--- config.mk ---
export PLATFORM = sky130hd
export DESIGN_NAME = sccb_register_master
export DESIGN_NICKNAME = d
export VERILOG_FILES = /design/src/design/scm_pkg.sv /design/src/design/sccb_register_master.sv /design/src/design/scm_front.sv /design/src/design/scm_queue.sv /design/src/design/scm_engine.sv
export VERILOG_INCLUDE_DIRS = /design/src /design/src/design
export SDC_FILE = /design/constraint.sdc
export NUM_CORES = 1
export LEC_CHECK = 0
export CAP_MARGIN = 30
export CORE_ASPECT_RATIO = 1.1
export CORE_MARGIN = 10
export CORE_UTILIZATION = 58
export DETAILED_ROUTE_END_ITERATION = 10
export DONT_BUFFER_PORTS = 1
export MAX_ROUTING_LAYER = met4
export PLACE_DENSITY_LB_ADDON = 0.05
export SYNTH_ARGS = -nofsm -noshare
export SYNTH_HDL_FRONTEND = slang
export SYNTH_HIERARCHICAL = 1
export SYNTH_SLANG_ARGS = --single-unit
export TNS_END_PERCENT = 1
--- constraint.sdc ---
create_clock -name clk -period 4.9 [get_ports clk]
set_clock_uncertainty 0.15 [all_clocks]
set_input_delay 0.98 -clock clk [delete_from_list [all_inputs] [get_ports clk]]
set_output_delay 0.98 -clock clk [all_outputs]
set_load 0.02 [all_outputs]
--- src/design/assert_macros.svh ---
// assertion macros shared by the sccb register master
`ifndef ASSERT_MACROS_SVH
`define ASSERT_MACROS_SVH

// same-cycle implication, disabled while reset is asserted
`define ASSERT_IMPLY(label, clk, rst_n, ante, cons, msg) \
	label: assert property (@(posedge clk) disable iff (!(rst_n)) (ante) |-> (cons)) \
		else $error(msg);

// next-cycle implication, disabled while reset is asserted
`define ASSERT_NEXT(label, clk, rst_n, ante, cons, msg) \
	label: assert property (@(posedge clk) disable iff (!(rst_n)) (ante) |=> (cons)) \
		else $error(msg);

`endif

--- src/design/scm_pkg.sv ---
// types, codes and helpers for the sccb register master
package scm_pkg;

	localparam logic [1:0] FUNC_TICK  = 2'd0;
	localparam logic [1:0] FUNC_WRITE = 2'd1;
	localparam logic [1:0] FUNC_READ  = 2'd2;

	localparam logic [7:0] DEV_ADDR_RESET = 8'd66;

	typedef enum logic [1:0] {
		CMD_TICK,
		CMD_WRITE,
		CMD_READ
	} cmd_t;

	typedef enum logic [4:0] {
		PH_IDLE      = 5'd0,
		PH_START_A   = 5'd1,
		PH_START_B   = 5'd2,
		PH_SEND_DEV  = 5'd3,
		PH_ACK_DEV   = 5'd4,
		PH_SEND_REG  = 5'd5,
		PH_ACK_REG   = 5'd6,
		PH_SEND_DATA = 5'd7,
		PH_ACK_DATA  = 5'd8,
		PH_STOP_MID  = 5'd9,
		PH_START2_A  = 5'd10,
		PH_START2_B  = 5'd11,
		PH_SEND_RDEV = 5'd12,
		PH_ACK_RDEV  = 5'd13,
		PH_RECV      = 5'd14,
		PH_MACK      = 5'd15,
		PH_STOP_OK   = 5'd16,
		PH_STOP_FAIL = 5'd17
	} phase_t;

	typedef struct packed {
		logic [1:0] func;
		logic [7:0] sub_addr;
		logic [7:0] wr_data;
		logic [7:0] read_len;
		logic       sda_in;
	} in_item_t;

	typedef struct packed {
		logic       scl;
		logic       sda_out;
		logic       sda_oe;
		logic       busy_res;
		logic       done_res;
		logic       ok;
		logic [7:0] rd_data;
		logic       rd_valid;
		logic       rd_last;
	} out_item_t;

	// classified request as it sits in the queue
	typedef struct packed {
		cmd_t       cmd;
		logic [7:0] sub_addr;
		logic [7:0] wr_data;
		logic [7:0] read_len;
		logic       sda_in;
	} req_t;

	typedef struct packed {
		logic head_valid;
		logic full;
	} q_stat_t;

	// ack phase that follows each byte send phase
	function automatic phase_t ack_of(input phase_t ph);
		phase_t r;
		case (ph)
			PH_SEND_DEV:  r = PH_ACK_DEV;
			PH_SEND_REG:  r = PH_ACK_REG;
			PH_SEND_DATA: r = PH_ACK_DATA;
			PH_SEND_RDEV: r = PH_ACK_RDEV;
			default:      r = PH_IDLE;
		endcase
		return r;
	endfunction

endpackage

--- src/design/sccb_register_master.sv ---
// top level of the sccb register master: front end, queue and bus engine
//
//   channel | signals                        | direction
//   in      | in_valid, in_stall, in_item    | request in, one bus tick each
//   out     | out_valid, out_stall, out_item | one result per tick
//   cfg     | cfg_we, cfg_wdata              | device address write
//
// one tick per clock is sustained while the output is not stalled; a request taken is first written
// into a queue slot, and the engine then loads its result into the result register that drives out_valid
// the engine sequencer and the device address register carry state from tick to tick
// reset clears the queue, the sequencer and the result valid flag at once, and restores the device address
// a stalled output holds the engine; the queue then fills and stalls the input
`include "assert_macros.svh"

module sccb_register_master
	import scm_pkg::*;
#(
	parameter int QUEUE_DEPTH = 2
) (
	input  logic       clk,
	input  logic       arst_n,
	input  logic       in_valid,
	output logic       in_stall,
	input  in_item_t   in_item,
	output logic       out_valid,
	input  logic       out_stall,
	output out_item_t  out_item,
	input  logic       cfg_we,
	input  logic [7:0] cfg_wdata
);

	q_stat_t q_stat;
	logic    push;
	logic    pop;
	req_t    req;
	req_t    head;

	scm_front u_front (
		.in_valid (in_valid),
		.in_stall (in_stall),
		.in_item  (in_item),
		.q_stat   (q_stat),
		.push     (push),
		.req      (req)
	);

	scm_queue #(
		.DEPTH (QUEUE_DEPTH)
	) u_queue (
		.clk      (clk),
		.arst_n   (arst_n),
		.push     (push),
		.push_req (req),
		.pop      (pop),
		.head     (head),
		.q_stat   (q_stat)
	);

	scm_engine u_engine (
		.clk       (clk),
		.arst_n    (arst_n),
		.cfg_we    (cfg_we),
		.cfg_wdata (cfg_wdata),
		.head      (head),
		.q_stat    (q_stat),
		.pop       (pop),
		.out_valid (out_valid),
		.out_stall (out_stall),
		.out_item  (out_item)
	);

	// a received byte never coincides with completion
	`ASSERT_IMPLY(a_rd_not_done, clk, arst_n, out_valid && out_item.rd_valid, !out_item.done_res && out_item.busy_res && !out_item.sda_oe, "read byte reported with done or while driving sda")
	// success only reported with done
	`ASSERT_IMPLY(a_ok_with_done, clk, arst_n, out_valid && out_item.ok, out_item.done_res, "ok without done")
	// the engine only pops a queued request
	`ASSERT_IMPLY(a_pop_valid, clk, arst_n, pop, q_stat.head_valid, "pop from empty queue")
	// a full queue that is not popped stays full, as its stalled input pushes nothing
	`ASSERT_NEXT(a_full_holds, clk, arst_n, q_stat.full && !pop, q_stat.full, "full queue lost an entry")

endmodule

--- src/design/scm_front.sv ---
// front end: takes requests and classifies the command code
module scm_front
	import scm_pkg::*;
(
	input  logic     in_valid,
	output logic     in_stall,
	input  in_item_t in_item,
	input  q_stat_t  q_stat,
	output logic     push,
	output req_t     req
);

	cmd_t cmd;

	always_comb begin
		case (in_item.func)
			FUNC_WRITE: cmd = CMD_WRITE;
			FUNC_READ:  cmd = CMD_READ;
			FUNC_TICK:  cmd = CMD_TICK;
			default:    cmd = CMD_TICK;
		endcase
	end

	assign in_stall     = q_stat.full;
	assign push         = in_valid && !q_stat.full;
	assign req.cmd      = cmd;
	assign req.sub_addr = in_item.sub_addr;
	assign req.wr_data  = in_item.wr_data;
	assign req.read_len = in_item.read_len;
	assign req.sda_in   = in_item.sda_in;

endmodule

--- src/design/scm_queue.sv ---
// short request queue between the front end and the bus engine
module scm_queue
	import scm_pkg::*;
#(
	parameter int DEPTH = 2
) (
	input  logic    clk,
	input  logic    arst_n,
	input  logic    push,
	input  req_t    push_req,
	input  logic    pop,
	output req_t    head,
	output q_stat_t q_stat
);

	localparam int PTR_W = (DEPTH > 1) ? $clog2(DEPTH) : 1;
	localparam int CNT_W = $clog2(DEPTH + 1);

	req_t             mem_q [DEPTH];
	logic [PTR_W-1:0] wr_ptr_q;
	logic [PTR_W-1:0] rd_ptr_q;
	logic [CNT_W-1:0] count_q;

	function automatic logic [PTR_W-1:0] ptr_inc(input logic [PTR_W-1:0] p);
		logic [PTR_W-1:0] r;
		if (p == PTR_W'(DEPTH - 1)) begin
			r = '0;
		end else begin
			r = p + PTR_W'(1);
		end
		return r;
	endfunction

	always_ff @(posedge clk) begin
		if (push) begin
			mem_q[wr_ptr_q] <= push_req;
		end
	end

	always_ff @(posedge clk or negedge arst_n) begin
		if (!arst_n) begin
			wr_ptr_q <= '0;
			rd_ptr_q <= '0;
			count_q  <= '0;
		end else begin
			if (push) begin
				wr_ptr_q <= ptr_inc(wr_ptr_q);
			end
			if (pop) begin
				rd_ptr_q <= ptr_inc(rd_ptr_q);
			end
			count_q <= count_q + CNT_W'(push) - CNT_W'(pop);
		end
	end

	assign head              = mem_q[rd_ptr_q];
	assign q_stat.head_valid = (count_q != '0);
	assign q_stat.full       = (count_q == CNT_W'(DEPTH));

endmodule

--- src/design/scm_engine.sv ---
// back end: sccb bit sequencer with the result register
module scm_engine
	import scm_pkg::*;
(
	input  logic      clk,
	input  logic      arst_n,
	input  logic      cfg_we,
	input  logic [7:0] cfg_wdata,
	input  req_t      head,
	input  q_stat_t   q_stat,
	output logic      pop,
	output logic      out_valid,
	input  logic      out_stall,
	output out_item_t out_item
);

	logic [7:0] dev_addr_q;
	phase_t     phase_q, phase_d, eff_phase;
	logic       sub_q, sub_d;
	logic [2:0] bit_q, bit_d;
	logic [7:0] shift_q, shift_d;
	logic [7:0] left_q, left_d;
	logic [7:0] reg_q, reg_d;
	logic [7:0] data_q, data_d;
	logic       is_read_q, is_read_d;
	logic       start_cmd;
	logic       sda;
	logic       adv;
	out_item_t  res;
	logic       out_valid_q;
	out_item_t  out_item_q;

	assign sda       = head.sda_in;
	assign start_cmd = (phase_q == PH_IDLE) && (head.cmd inside {CMD_WRITE, CMD_READ});
	assign eff_phase = start_cmd ? PH_START_A : phase_q;
	assign adv       = q_stat.head_valid && (!out_valid_q || !out_stall);
	assign pop       = adv;

	always_comb begin : next_state
		phase_d   = phase_q;
		sub_d     = sub_q;
		bit_d     = bit_q;
		shift_d   = shift_q;
		left_d    = left_q;
		reg_d     = reg_q;
		data_d    = data_q;
		is_read_d = is_read_q;
		if (start_cmd) begin
			reg_d     = head.sub_addr;
			data_d    = head.wr_data;
			left_d    = head.read_len;
			is_read_d = (head.cmd == CMD_READ);
			sub_d     = 1'b0;
			bit_d     = '0;
		end
		case (eff_phase)
			PH_IDLE: begin
			end
			PH_START_A, PH_START2_A: begin
				if (!sda) begin
					phase_d = PH_IDLE;
				end else begin
					phase_d = (eff_phase == PH_START_A) ? PH_START_B : PH_START2_B;
				end
			end
			PH_START_B, PH_START2_B: begin
				if (sda) begin
					phase_d = PH_IDLE;
				end else begin
					phase_d = (eff_phase == PH_START_B) ? PH_SEND_DEV : PH_SEND_RDEV;
					shift_d = (eff_phase == PH_START_B) ? dev_addr_q : dev_addr_q + 8'd1;
					bit_d   = '0;
					sub_d   = 1'b0;
				end
			end
			PH_SEND_DEV, PH_SEND_REG, PH_SEND_DATA, PH_SEND_RDEV: begin
				sub_d = !sub_q;
				if (sub_q) begin
					shift_d = {shift_q[6:0], 1'b0};
					bit_d   = bit_q + 3'd1;
					if (bit_q == 3'd7) begin
						phase_d = ack_of(eff_phase);
					end
				end
			end
			PH_ACK_DEV, PH_ACK_REG, PH_ACK_DATA, PH_ACK_RDEV: begin
				sub_d = !sub_q;
				if (sub_q) begin
					case (eff_phase)
						PH_ACK_DEV: begin
							if (sda) begin
								phase_d = PH_STOP_FAIL;
							end else begin
								phase_d = PH_SEND_REG;
								shift_d = reg_q;
								bit_d   = '0;
							end
						end
						PH_ACK_REG: begin
							if (is_read_q) begin
								phase_d = PH_STOP_MID;
							end else begin
								phase_d = PH_SEND_DATA;
								shift_d = data_q;
								bit_d   = '0;
							end
						end
						PH_ACK_DATA: begin
							phase_d = PH_STOP_OK;
						end
						default: begin
							if (sda) begin
								phase_d = PH_STOP_FAIL;
							end else if (left_q == 8'd0) begin
								phase_d = PH_STOP_OK;
							end else begin
								phase_d = PH_RECV;
								shift_d = 8'd0;
								bit_d   = '0;
							end
						end
					endcase
				end
			end
			PH_RECV: begin
				sub_d = !sub_q;
				if (sub_q) begin
					shift_d = {shift_q[6:0], sda};
					bit_d   = bit_q + 3'd1;
					if (bit_q == 3'd7) begin
						phase_d = PH_MACK;
					end
				end
			end
			PH_MACK: begin
				sub_d = !sub_q;
				if (sub_q) begin
					left_d = left_q - 8'd1;
					if (left_q == 8'd1) begin
						phase_d = PH_STOP_OK;
					end else begin
						phase_d = PH_RECV;
						shift_d = 8'd0;
						bit_d   = '0;
					end
				end
			end
			PH_STOP_MID, PH_STOP_OK, PH_STOP_FAIL: begin
				sub_d = !sub_q;
				if (sub_q) begin
					phase_d = (eff_phase == PH_STOP_MID) ? PH_START2_A : PH_IDLE;
				end
			end
			default: begin
				phase_d = PH_IDLE;
			end
		endcase
	end

	always_comb begin : outputs
		res          = '0;
		res.scl      = 1'b1;
		res.sda_out  = 1'b1;
		res.sda_oe   = 1'b1;
		res.busy_res = 1'b1;
		case (eff_phase)
			PH_START_A, PH_START2_A: begin
				res.sda_oe   = 1'b0;
				res.done_res = !sda;
			end
			PH_START_B, PH_START2_B: begin
				res.sda_out  = 1'b0;
				res.done_res = sda;
			end
			PH_SEND_DEV, PH_SEND_REG, PH_SEND_DATA, PH_SEND_RDEV: begin
				res.scl     = sub_q;
				res.sda_out = shift_q[7];
			end
			PH_ACK_DEV, PH_ACK_REG, PH_ACK_DATA, PH_ACK_RDEV: begin
				res.scl    = sub_q;
				res.sda_oe = 1'b0;
			end
			PH_RECV: begin
				res.scl    = sub_q;
				res.sda_oe = 1'b0;
				// eighth bit sampled on this high tick
				if (sub_q && (bit_q == 3'd7)) begin
					res.rd_valid = 1'b1;
					res.rd_data  = {shift_q[6:0], sda};
					res.rd_last  = (left_q == 8'd1);
				end
			end
			PH_MACK: begin
				res.scl     = sub_q;
				res.sda_out = (left_q == 8'd1);
			end
			PH_STOP_MID, PH_STOP_OK, PH_STOP_FAIL: begin
				res.scl     = sub_q;
				res.sda_out = sub_q;
				if (sub_q && (eff_phase != PH_STOP_MID)) begin
					res.done_res = 1'b1;
					res.ok       = (eff_phase == PH_STOP_OK);
				end
			end
			default: begin
				res.busy_res = 1'b0;
			end
		endcase
	end

	always_ff @(posedge clk or negedge arst_n) begin
		if (!arst_n) begin
			dev_addr_q  <= DEV_ADDR_RESET;
			phase_q     <= PH_IDLE;
			sub_q       <= 1'b0;
			bit_q       <= '0;
			shift_q     <= '0;
			left_q      <= '0;
			reg_q       <= '0;
			data_q      <= '0;
			is_read_q   <= 1'b0;
			out_valid_q <= 1'b0;
		end else begin
			if (cfg_we) begin
				dev_addr_q <= cfg_wdata;
			end
			if (adv) begin
				phase_q   <= phase_d;
				sub_q     <= sub_d;
				bit_q     <= bit_d;
				shift_q   <= shift_d;
				left_q    <= left_d;
				reg_q     <= reg_d;
				data_q    <= data_d;
				is_read_q <= is_read_d;
			end
			if (adv) begin
				out_valid_q <= 1'b1;
			end else if (!out_stall) begin
				out_valid_q <= 1'b0;
			end
		end
	end

	always_ff @(posedge clk) begin
		if (adv) begin
			out_item_q <= res;
		end
	end

	assign out_valid = out_valid_q;
	assign out_item  = out_item_q;

endmodule
==> results of run 1 <==
routing by layer:
metal	vias to the layer above	global-route usage (%)	routed length (microns)
li1	1873	-	-
met1	1929	21.6	5640
met2	164	27.6	6220
met3	21	6.31	1130
met4	0	7.46	242
met5	-	-	0
path summary, 6_finish.rpt:
path                                                 endpoint                          from  slack, ns
max                             u_engine/bit_q[1]$_DFFE_PN0P_  u_queue/rd_ptr_q$_DFFE_PN0P_       1.69
max in group asynchronous  u_engine/dev_addr_q[6]$_DFFE_PN1P_                        arst_n       4.28
max reg2reg                     u_engine/bit_q[1]$_DFFE_PN0P_  u_queue/rd_ptr_q$_DFFE_PN0P_       1.69
min                           u_engine/phase_q[3]$_DFFE_PN0P_                        arst_n        0.1
min in group clk                 u_queue/wr_ptr_q$_DFFE_PN0P_  u_queue/wr_ptr_q$_DFFE_PN0P_       0.36
min reg2reg                      u_queue/wr_ptr_q$_DFFE_PN0P_  u_queue/wr_ptr_q$_DFFE_PN0P_       0.36
power groups by stage:
stage / logic (mW) / clock network (mW) / registers [mW]
5_1_grt: 1.95 / 1.30 / 1.86
6_report: 1.78 / 1.23 / 1.82
2_1_floorplan: 1.52 / 0 / 1.72
4_1_cts: 1.77 / 1.26 / 1.82
3_5_place_dp: 1.76 / 0 / 1.84
3_3_place_gp: 1.72 / 0 / 1.82
cells in the final DEF (no fill, tap or decap), types with 9 or more instances in the layout:
cell,netlist,layout
nor2_1,17,17
a21oi_1,9,9
buf_4,27,10
o21ai_0,25,25
inv_1,16,16
dfrtp_1,53,53
and2_1,11,11
clkbuf_16,0,17
mux2_2,34,34
edfxtp_1,70,70
mux2_4,26,26
a31oi_1,15,15
nand2_1,19,19
layout make-up:
cell class | instances | area, sq um
Sequential cell | 125 | 3480
Timing Repair Buffer | 11 | 103
Clock inverter | 15 | 163
Tap cell | 147 | 184
Multi-Input combinational cell | 311 | 2530
Clock buffer | 17 | 425
Inverter | 16 | 60.1
Fill cell | 908 | 3970
cell usage after synthesis (all sizes together) (3+ instances only):
master / number / area [sq um]
a2bb2oi: 4 / 35.0
inv: 16 / 60.1
o21ai: 27 / 135
o22ai: 5 / 37.5
and3b: 5 / 43.8
mux2: 61 / 785
nor3b: 4 / 30.0
dfrtp: 53 / 1330
o31a: 3 / 26.3
o2111ai: 5 / 43.8
o211ai: 4 / 30.0
nor2b: 7 / 43.8
nor4: 5 / 58.8
nand2: 19 / 71.3
buf: 44 / 333
nand2b: 7 / 43.8
nor2: 17 / 63.8
nand3: 6 / 30.0
and3: 7 / 43.8
mux2i: 4 / 40.0
xor2: 8 / 70.1
a222oi: 8 / 80.1
a211oi: 3 / 22.5
and2: 11 / 68.8
a21oi: 9 / 45.0
a32oi: 3 / 26.3
or3b: 3 / 26.3
ha: 8 / 100
edfxtp: 70 / 2100
nand4: 5 / 31.3
a31oi: 15 / 93.8
xnor2: 3 / 26.3
nor3: 8 / 40.0
clkbuf: 14 / 52.6
logic make-up after synthesis:
logic type	after synthesis	synth area share, %
flops	125	54.0
compound gates	113	12.6
simple gates	113	10.3
buf+inv	74	6.91
mux	65	12.8
xor+xnor	12	1.86
fa+ha+maj	8	1.55
state kept, by name, indices dropped and copies added (netlist names), 2 cells and up:
register and flops:
u_engine/bit_q 3, u_engine/data_q 8, u_engine/dev_addr_q 8, u_engine/left_q 8
u_engine/out_item 16, u_engine/phase_q 5, u_engine/reg_q 8, u_engine/shift_q 8
u_queue/count_q 2, u_queue/mem_q 54
stage by stage:
stage	hold slack, ns	std cells	util [%]
2_1_floorplan	0.303	510	-
3_3_place_gp	0.328	609	58.0
3_5_place_dp	0.346	610	58.2
4_1_cts	0.0811	642	63.6
5_1_grt	0.0770	642	63.6
6_report	0.0993	642	63.6
==> metrics.yaml, run 1 <==
portBuffers: 0
wl_per_cell_microns: 20.6
syn_inst: 510
clk_latency_ns: 0.42
post-route-min-period_ns: 3.21
path_delay_family: "simple AND/OR/NAND/NOR gates"
intPower_mw: 3.05
p_sw_share_pct: 36.7
timing.final.crit_share_pct: 65.6
synth_edf_count: 70
tightest_slew_ns: 0.841
synth.distinct_cells: 72
drc: 0
rsz0062_at_grt: "false"
clock.fmax_mhz: 311
max_stage_delay_ns: 0.56
start_util_pct: 59.1
vias: 3987
wl_microns: 13200
grt_overflow_total: 0
dr.pass1.iters: 6
cp_max_fo: 20
arrival_ns: 3.36
clk_pin_slew_worst_paths_ns: 0.06
finalHoldViolations: 0
post_drt_via_cell_ratio: 6.21
postPlaceCellArea_sq_um: 6350
setup_viol: 0
avgSynthCellArea_sq_um: 12.6
seqPwrFrac_pct: 37.7
final_area_sq_um: 6940
hold_path.class: "input port to asynchronous set/reset pin"
cp.required_ns: 5.05
grt_pass1_wl_microns: 21600
switchingPower_mw: 1.77
crit_path_end_kind: "flop"
gp_congestion: 0.878
finalPower_mw: 4.82
drv_cap: 0
ys_seq_area_share_pct: 54.0
io_pins: 58
cts_buffer_depth: 2
cts-root-buf: "clkbuf_16"
grt_pass1_vias: 4073
netlist_area_sq_um: 6450
design.die.area_sq_um: 15700
maxSlewHeadroom_pct: 43.5
p_leak_nw: 2.69
grt_max_degree: 56
drtIter0Drc: 407
htree_levels: 4
drive_gt1_share_pct: 23.4
antenna_left: 0
fin_ws_ns: 1.69
dp_slack_ns: 1.69
cts_hold_repair.buffers: 0
power_frac_clock_pct: 25.4
die_y_microns: 131
core-area_sq_um: 10900
grt_usage_pct: 18.1
slew_violations: 0
numCtsBuffers: 17
cts_tree: "yes"
antenna_cells: 0
pwr-share-comb_pct: 36.9
powerDensity_nw_per_um2: 695
die_x_microns: 121
antenna_found_initial: 0
postCtsSetupRepairBufs: 0
cts_resized: 0
rows: 40
synth_fp_nets: 558
synthFlopType: "edfxtp_1"
finalNetCount: 530
slowest_stage: "nand2_1"
vdd_drop_max_mv: 0.385
start_kind: "flop"
async_flop_share_pct: 44.0
status: "completed"
path_class: "flop to flop"
cp_num_cells: 8
synth-seq-cells: 125
cts_sinks: 125
hpwlAfterDp_microns: 9140
reg2reg_depth: 8
cp_cell_sequence: "buf_4 > mux2_2 > ha_1 > nor2_1 > and2_1 > nand2_1 > a32oi_1 > o21ai_1"
cp_num_buf_inv: 1
syn_to_final_growth_pct: 7.62
fin_tns_setup_ns: 0
synth_warnings: 6
No activity file was read; power rests on OpenSTA's default activity.
==> run 2: changes to the inputs <==
Settings changed: ABC_AREA set to 1.
Clock period 4.9 ns to 2.65 ns, I/O delays scaled along.
==> run 2 against run 1 <==
Net effect:
- maximum frequency increased by 30%
- worst hold slack got worse by 0.056 ns
- register-to-register slack got worse by 1.5 ns
- power increased by 89%
- synthesized area about the same
- non-clock buffer count increased by 7
- core utilization increased by 1.4 points
- count of clock-buffer cells in the layout increased by 1
- critical path depth increased by 5
- global-route usage increased by 0.59 points
- via count increased by 15%
- critical path type unchanged
- largest power group is now combinational cells
==> metrics.yaml, run 2 <==
grt_pass1_wl_microns: 22300  # +3.5%
syn_inst: 697  # +37%
hpwlAfterDp_microns: 9960  # +9.0%
start_util_pct: 59.1  # about the same
drv_cap: 0  # unchanged
dr.pass1.iters: 5  # -1
wl_microns: 13600  # +2.7%
largest_register_ffs: 54  # unchanged
synth_warnings: 6  # unchanged
grt_max_degree: 56  # unchanged
rows: 40  # unchanged
synthFlopType: "edfxtp_1"
setup_viol: 0  # unchanged
htree_levels: 4  # unchanged
drtIter0Drc: 284  # -30%
design.die.area_sq_um: 15700  # about the same
finalNetCount: 742  # +40%
portBuffers: 0  # unchanged
timing.final.crit_share_pct: 93.3  # +28 points
post-route-min-period_ns: 2.47  # -0.741 ns
numCtsBuffers: 17  # unchanged
crit_path_end_kind: "flop"
syn_to_final_growth_pct: 10.1
vdd_drop_max_mv: 0.740  # +92%
routed.top_layer: "met4"
die_y_microns: 131  # about the same
drc: 0  # unchanged
path_class: "flop to flop"
yosys.area.top_type: "edfxtp_1"
synth.distinct_cells: 43  # -40%
synth_most_common_cell: "nand2_1"
wl_per_cell_microns: 15.9  # -23%
clk_latency_ns: 0.42  # about the same
maxSlewHeadroom_pct: 65.6  # +22 points
cp.required_ns: 2.85  # -2.20 ns
synth_edf_count: 70  # unchanged
fin_tns_setup_ns: 0  # unchanged
start_kind: "flop"
antenna_cells: 0  # unchanged
nFillCells: 914  # +0.66%
postPlaceCellArea_sq_um: 6430  # +1.2%
final_common_cell: "nand2_1"
synth_fp_nets: 745  # +34%
dp_slack_ns: 0.157  # -1.53 ns
top_register: "u_queue/mem_q"
die_x_microns: 121  # about the same
layout_common_cells: "nand2_1, inv_1, edfxtp_1"
ys_seq_area_share_pct: 54.0  # about the same
drive_gt1_share_pct: 16.0  # -7.5 points
avgSynthCellArea_sq_um: 9.25  # -27%
netlist_area_sq_um: 6440  # about the same
grt_pass1_vias: 4626  # +14%
clk_pin_slew_worst_paths_ns: 0.06  # about the same
cts-root-buf: "clkbuf_16"
vias: 4591  # +15%
final_util_pct: 65.0  # +1.4 points
cts_buffer_depth: 2  # unchanged
yosys.area.top_type_share_pct: 32.6  # about the same
synth-seq-cells: 125  # unchanged
powerDensity_nw_per_um2: 1290  # +85%
antenna_found_initial: 0  # unchanged
async_flop_share_pct: 44.0  # unchanged
grt_usage_pct: 18.7  # +0.59 points
cts_tree: "yes"
wl_met3_microns: 860  # -24%
tightest_slew_ns: 0.516  # -0.325 ns
wl_met2_microns: 6700  # +7.7%
gp_congestion: 0.968  # +10%
final_area_sq_um: 7090  # +2.2%
hold_path.class: "input port to flop"
core-area_sq_um: 10900  # unchanged
p_leak_nw: 3.31  # +23%
synth_commonest_cells: "nand2_1, inv_1, edfxtp_1"
io_pins: 58  # unchanged
cts_sinks: 125  # unchanged
fin_ws_ns: 0.178  # -1.51 ns
post_drt_via_cell_ratio: 5.38  # -13%
antenna_left: 0  # unchanged
cp_max_fo: 9  # -55%
finalHoldViolations: 0  # unchanged
grt_overflow_total: 0  # unchanged
met1_length_microns: 5710  # +1.3%
clock.fmax_mhz: 404  # +30%
finalPower_mw: 9.13  # +89%
slew_violations: 0  # unchanged
arrival_ns: 2.68  # -0.68 ns
synth_area_leaders: "edfxtp_1, dfrtp_1, nand2_1"
status: "completed"
[run 2: cell types whose count changed after synthesis, sizes merged, moves of 23 or more]
cell and change:
mux2 -54, nor2 +44, nand3 +43, inv +86
nand2 +154, a21oi +23, o21ai +29
[run 2: worst max-delay path: stages (launching register included)]
cell and delay [ns]:
dfrtp_2 0.45, o21ai_2 0.14, inv_1 0.05, ha_1 0.32
nor2_2 0.16, nand2_4 0.11, nand2_2 0.11, nand3_2 0.13
nand2_1 0.23, nand2_1 0.11, nand2_2 0.12, nand3b_4 0.20
nand2_1 0.08, nand2_1 0.06
[run 2: logic make-up after synthesis]
kind of cell | count (synthesis) | synth area share [%]
and+or+nand+nor | 306 | 22.0
adders and majority gates | 8 | 1.55
muxes | 7 | 1.22
xor gates and xnor gates | 3 | 0.408
buffers and inverters | 143 | 10.7
DFF | 125 | 54.0
AOI/OAI and AO/OA | 105 | 10.1
[run 2: per-stage QoR]
step,hold WS (ns),cells
finish,0.0432,854
global route,0.0211,854
CTS,0.0283,851
detailed placement,0.0867,817
global placement,0.0863,817
floorplan,0.0844,697
[run 2: final cells by class]
cell class                      count  area (sq um)  share of cell area (%)
Multi-Input combinational cell    429          2290                    32.2
Timing Repair Buffer               18           158                    2.22
Inverter                          103           387                    5.45
Tap cell                          147           184                    2.59
Sequential cell                   125          3480                    49.1
Clock buffer                       18           439                    6.19
Clock inverter                     14           156                    2.20
[run 2: where the power goes]
part	total, mW	internal, mW	switching (mW)
Sequential	3.30	2.82	0.484
Combinational	3.53	1.18	2.34
Clock	2.30	1.43	0.868
Total	9.13	5.43	3.70
[run 2: repair_timing]
action | 4_1_cts | 5_1_grt
endpoints found under the setup margin | 0 | 17
gates resized for setup | 0 | 1
hold buffers | 2 | 0
buffers inserted | 0 | 3
hold endpoints to repair | 55 | 0
[run 2: final timing paths]
kind / startpoint / end / slack, ns / cells past startpoint
setup reg to reg: u_queue/rd_ptr_q$_DFFE_PN0P_ / u_engine/shift_q[3]$_DFFE_PN0P_ / 0.18 / 13
hold reg to reg: u_engine/shift_q[1]$_DFFE_PN0P_ / u_engine/shift_q[1]$_DFFE_PN0P_ / 0.36 / 2
hold / removal: cfg_we / u_engine/dev_addr_q[1]$_DFFE_PN1P_ / 0.04 / 1
max in group asynchronous: arst_n / u_engine/dev_addr_q[6]$_DFFE_PN1P_ / 1.55 / 2
min in group asynchronous: arst_n / u_engine/shift_q[2]$_DFFE_PN0P_ / 0.53 / 2
setup / recovery: u_queue/rd_ptr_q$_DFFE_PN0P_ / u_engine/shift_q[3]$_DFFE_PN0P_ / 0.18 / 13
[run 2: layer usage]
layer	up-vias	GRT usage, %
met4	0	8.66
met2	123	31.2
li1	2266	-
met1	2171	20.4
met3	31	5.36
met5	-	-
==> run 3: changes to the inputs <==
Settings changed: CELL_PAD_IN_SITES_DETAIL_PLACEMENT set to 2, CELL_PAD_IN_SITES_GLOBAL_PLACEMENT set to 2, CORE_UTILIZATION 58 to 36.
==> run 3 against run 2 <==
Net effect:
- via count increased by 1.7%
- non-clock buffer count up 3
- highest routed layer unchanged
- first-iteration DRC count is 35% lower
- largest cell class unchanged
- die area grew 50%
- final cell count is 11% higher
- core utilization fell by 24 points
==> metrics.yaml, run 3 (synthesis results as in run 2) <==
status: "completed"
clk_latency_ns: 0.42  # about the same
grt_usage_pct: 16.5  # -2.1 points
wl_microns: 18300  # +35%
arrival_ns: 2.61  # -0.07 ns
regToRegEndpoint: "u_engine/phase_q[0]$_DFFE_PN0P_"
post_drt_via_cell_ratio: 4.93  # -8.4%
numCtsBuffers: 17  # unchanged
worstHoldStart: "cfg_we"
cp.required_ns: 2.81  # -0.04 ns
grt_pass1_wl_microns: 29800  # +33%
clk_pin_slew_worst_paths_ns: 0.06  # about the same
p_sw_share_pct: 41.5  # +1.0 points
antenna_cells: 0  # unchanged
final_area_sq_um: 7280  # +2.7%
switchingPower_mw: 4.01  # +8.4%
rows: 51  # +28%
vias: 4670  # +1.7%
die_x_microns: 148  # +22%
cts-root-buf: "clkbuf_16"
pwr-share-comb_pct: 39.5  # +0.8 points
holdWs_ns: 0.0329  # -0.0102 ns
vdd_drop_max_mv: 0.515  # -30%
clock.fmax_mhz: 408  # +0.81%
antenna_left: 0  # unchanged
grt_pass1_vias: 5404  # +17%
maxSlewHeadroom_pct: 60.5  # -5.1 points
drc: 0  # unchanged
drtIter0Drc: 185  # -35%
cts_tree: "yes"
die_y_microns: 160  # +23%
start_kind: "flop"
final_common_cell: "nand2_1"
syn_to_final_growth_pct: 13.0
drv_cap: 0  # unchanged
grt_max_degree: 56  # unchanged
path_class: "flop to flop"
start_util_pct: 36.5  # -23 points
wl_per_cell_microns: 19.3  # +21%
core-area_sq_um: 17700  # +62%
grt_overflow_total: 0  # unchanged
finalHoldViolations: 0  # unchanged
cts_sinks: 125  # unchanged
hold_path.class: "input port to flop"
fin_tns_setup_ns: 0  # unchanged
drive_gt1_share_pct: 16.9  # +0.92 points
dr.pass1.iters: 4  # -1
powerDensity_nw_per_um2: 1330  # +3.0%
dp_slack_ns: 0.139  # -0.0181 ns
htree_levels: 4  # unchanged
design.die.area_sq_um: 23700  # +50%
p_leak_nw: 3.34  # +0.99%
layout_common_cells: "nand2_1, inv_1, edfxtp_1"
startpoint: "u_queue/rd_ptr_q$_DFFE_PN0P_"
seqPwrFrac_pct: 34.5  # -1.7 points
finalPower_mw: 9.65  # +5.8%
post-route-min-period_ns: 2.45  # -0.0199 ns
largest_register_ffs: 54  # unchanged
power_frac_clock_pct: 26.0  # +0.8 points
top_register: "u_queue/mem_q"
cp_max_fo: 7  # -2
crit_path_end_kind: "flop"
fin_ws_ns: 0.197  # +0.0199 ns
reg2reg_depth: 14  # +1
tightest_slew_ns: 0.593  # +0.0769 ns
setup.worst_path.end: "u_engine/phase_q[0]$_DFFE_PN0P_"
antenna_found_initial: 0  # unchanged
timing.final.crit_share_pct: 92.5  # -0.75 points
rsz0062_at_grt: "false"
slew_violations: 0  # unchanged
intPower_mw: 5.65  # +4.0%
cts_buffer_depth: 2  # unchanged
io_pins: 58  # unchanged
postPlaceCellArea_sq_um: 6580  # +2.4%
portBuffers: 0  # unchanged
finalNetCount: 745  # +0.40%
reg2reg_slack_ns: 0.20  # +0.02 ns
hpwlAfterDp_microns: 13500  # +36%
rr_startpoint: "u_queue/rd_ptr_q$_DFFE_PN0P_"
setup_viol: 0  # unchanged
gp_congestion: 0.825  # -15%
-- run 3: cell count changes in the layout (fill, tap and decap cells not counted), sizes merged --
cell	delta
clkinv	+2
bufinv	+2
buf	+3
inv	-3
clkbuf	-1
-- run 3: metal layers --
layer  wire length, microns  share of wire (%)  GRT usage, %
met1                   7490                 41          17.8
met2                   9680                 53          29.2
met3                    700                3.8          3.26
met4                    429                2.3          6.85
met5                      0                  0             -
-- run 3: cell type report --
type	instances	area, sq um
clock buffer	17	425
clock inverter	15	211
fill	1930	10400
inverter	103	387
multi-input combinational	429	2300
sequential	125	3480
tap	238	298
timing repair buffer	21	180
-- run 3: what timing repair did --
item | 4_1_cts | 5_1_grt
setup buffers | 0 | 1
setup endpoints to repair | 0 | 18
hold endpoints to repair | 55 | 0
gates resized for setup | 0 | 5
hold buffers | 2 | 0
-- run 3: worst min-delay path by stage --
stage	to	slack, ns	cells past startpoint
finish	u_engine/dev_addr_q[6]$_DFFE_PN1P_	0.03	1
global placement	u_engine/phase_q[3]$_DFFE_PN0P_	0.09	0
floorplan	u_engine/bit_q[0]$_DFFE_PN0P_	0.08	0
global route	u_queue/mem_q[1][20]$_DFFE_PP_	0.03	0
detailed placement	u_engine/phase_q[3]$_DFFE_PN0P_	0.09	0
CTS	u_engine/dev_addr_q[6]$_DFFE_PN1P_	0.02	1
-- run 3: metrics by stage --
| stage | util, % | cells |
|---|---|---|
| 4_1_cts | 41.0 | 947 |
| 2_1_floorplan | - | 697 |
| 5_1_grt | 41.2 | 948 |
| 3_3_place_gp | 37.2 | 913 |
| 3_5_place_dp | 37.2 | 913 |
| 6_report | 41.2 | 948 |
-- run 3: power by group through the flow --
stage | clock network, mW | registers [mW] | logic (mW)
2_1_floorplan | 0 | 3.22 | 2.77
3_3_place_gp | 0 | 3.33 | 3.61
3_5_place_dp | 0 | 3.37 | 3.77
4_1_cts | 2.57 | 3.35 | 3.86
5_1_grt | 2.65 | 3.41 | 4.36
6_report | 2.51 | 3.33 | 3.81
-- run 3: worst max-delay path, cell delays in order (launching register included) --
cell	delay, ns
dfrtp_2	0.46
o21ai_2	0.17
inv_1	0.06
ha_1	0.32
nor2_2	0.07
nand2_4	0.07
nand2_2	0.07
nand3_2	0.12
nand3b_1	0.17
nand2_2	0.12
nand3_1	0.12
nor2_4	0.22
nand2_4	0.09
nand2_1	0.08
nand2_1	0.06
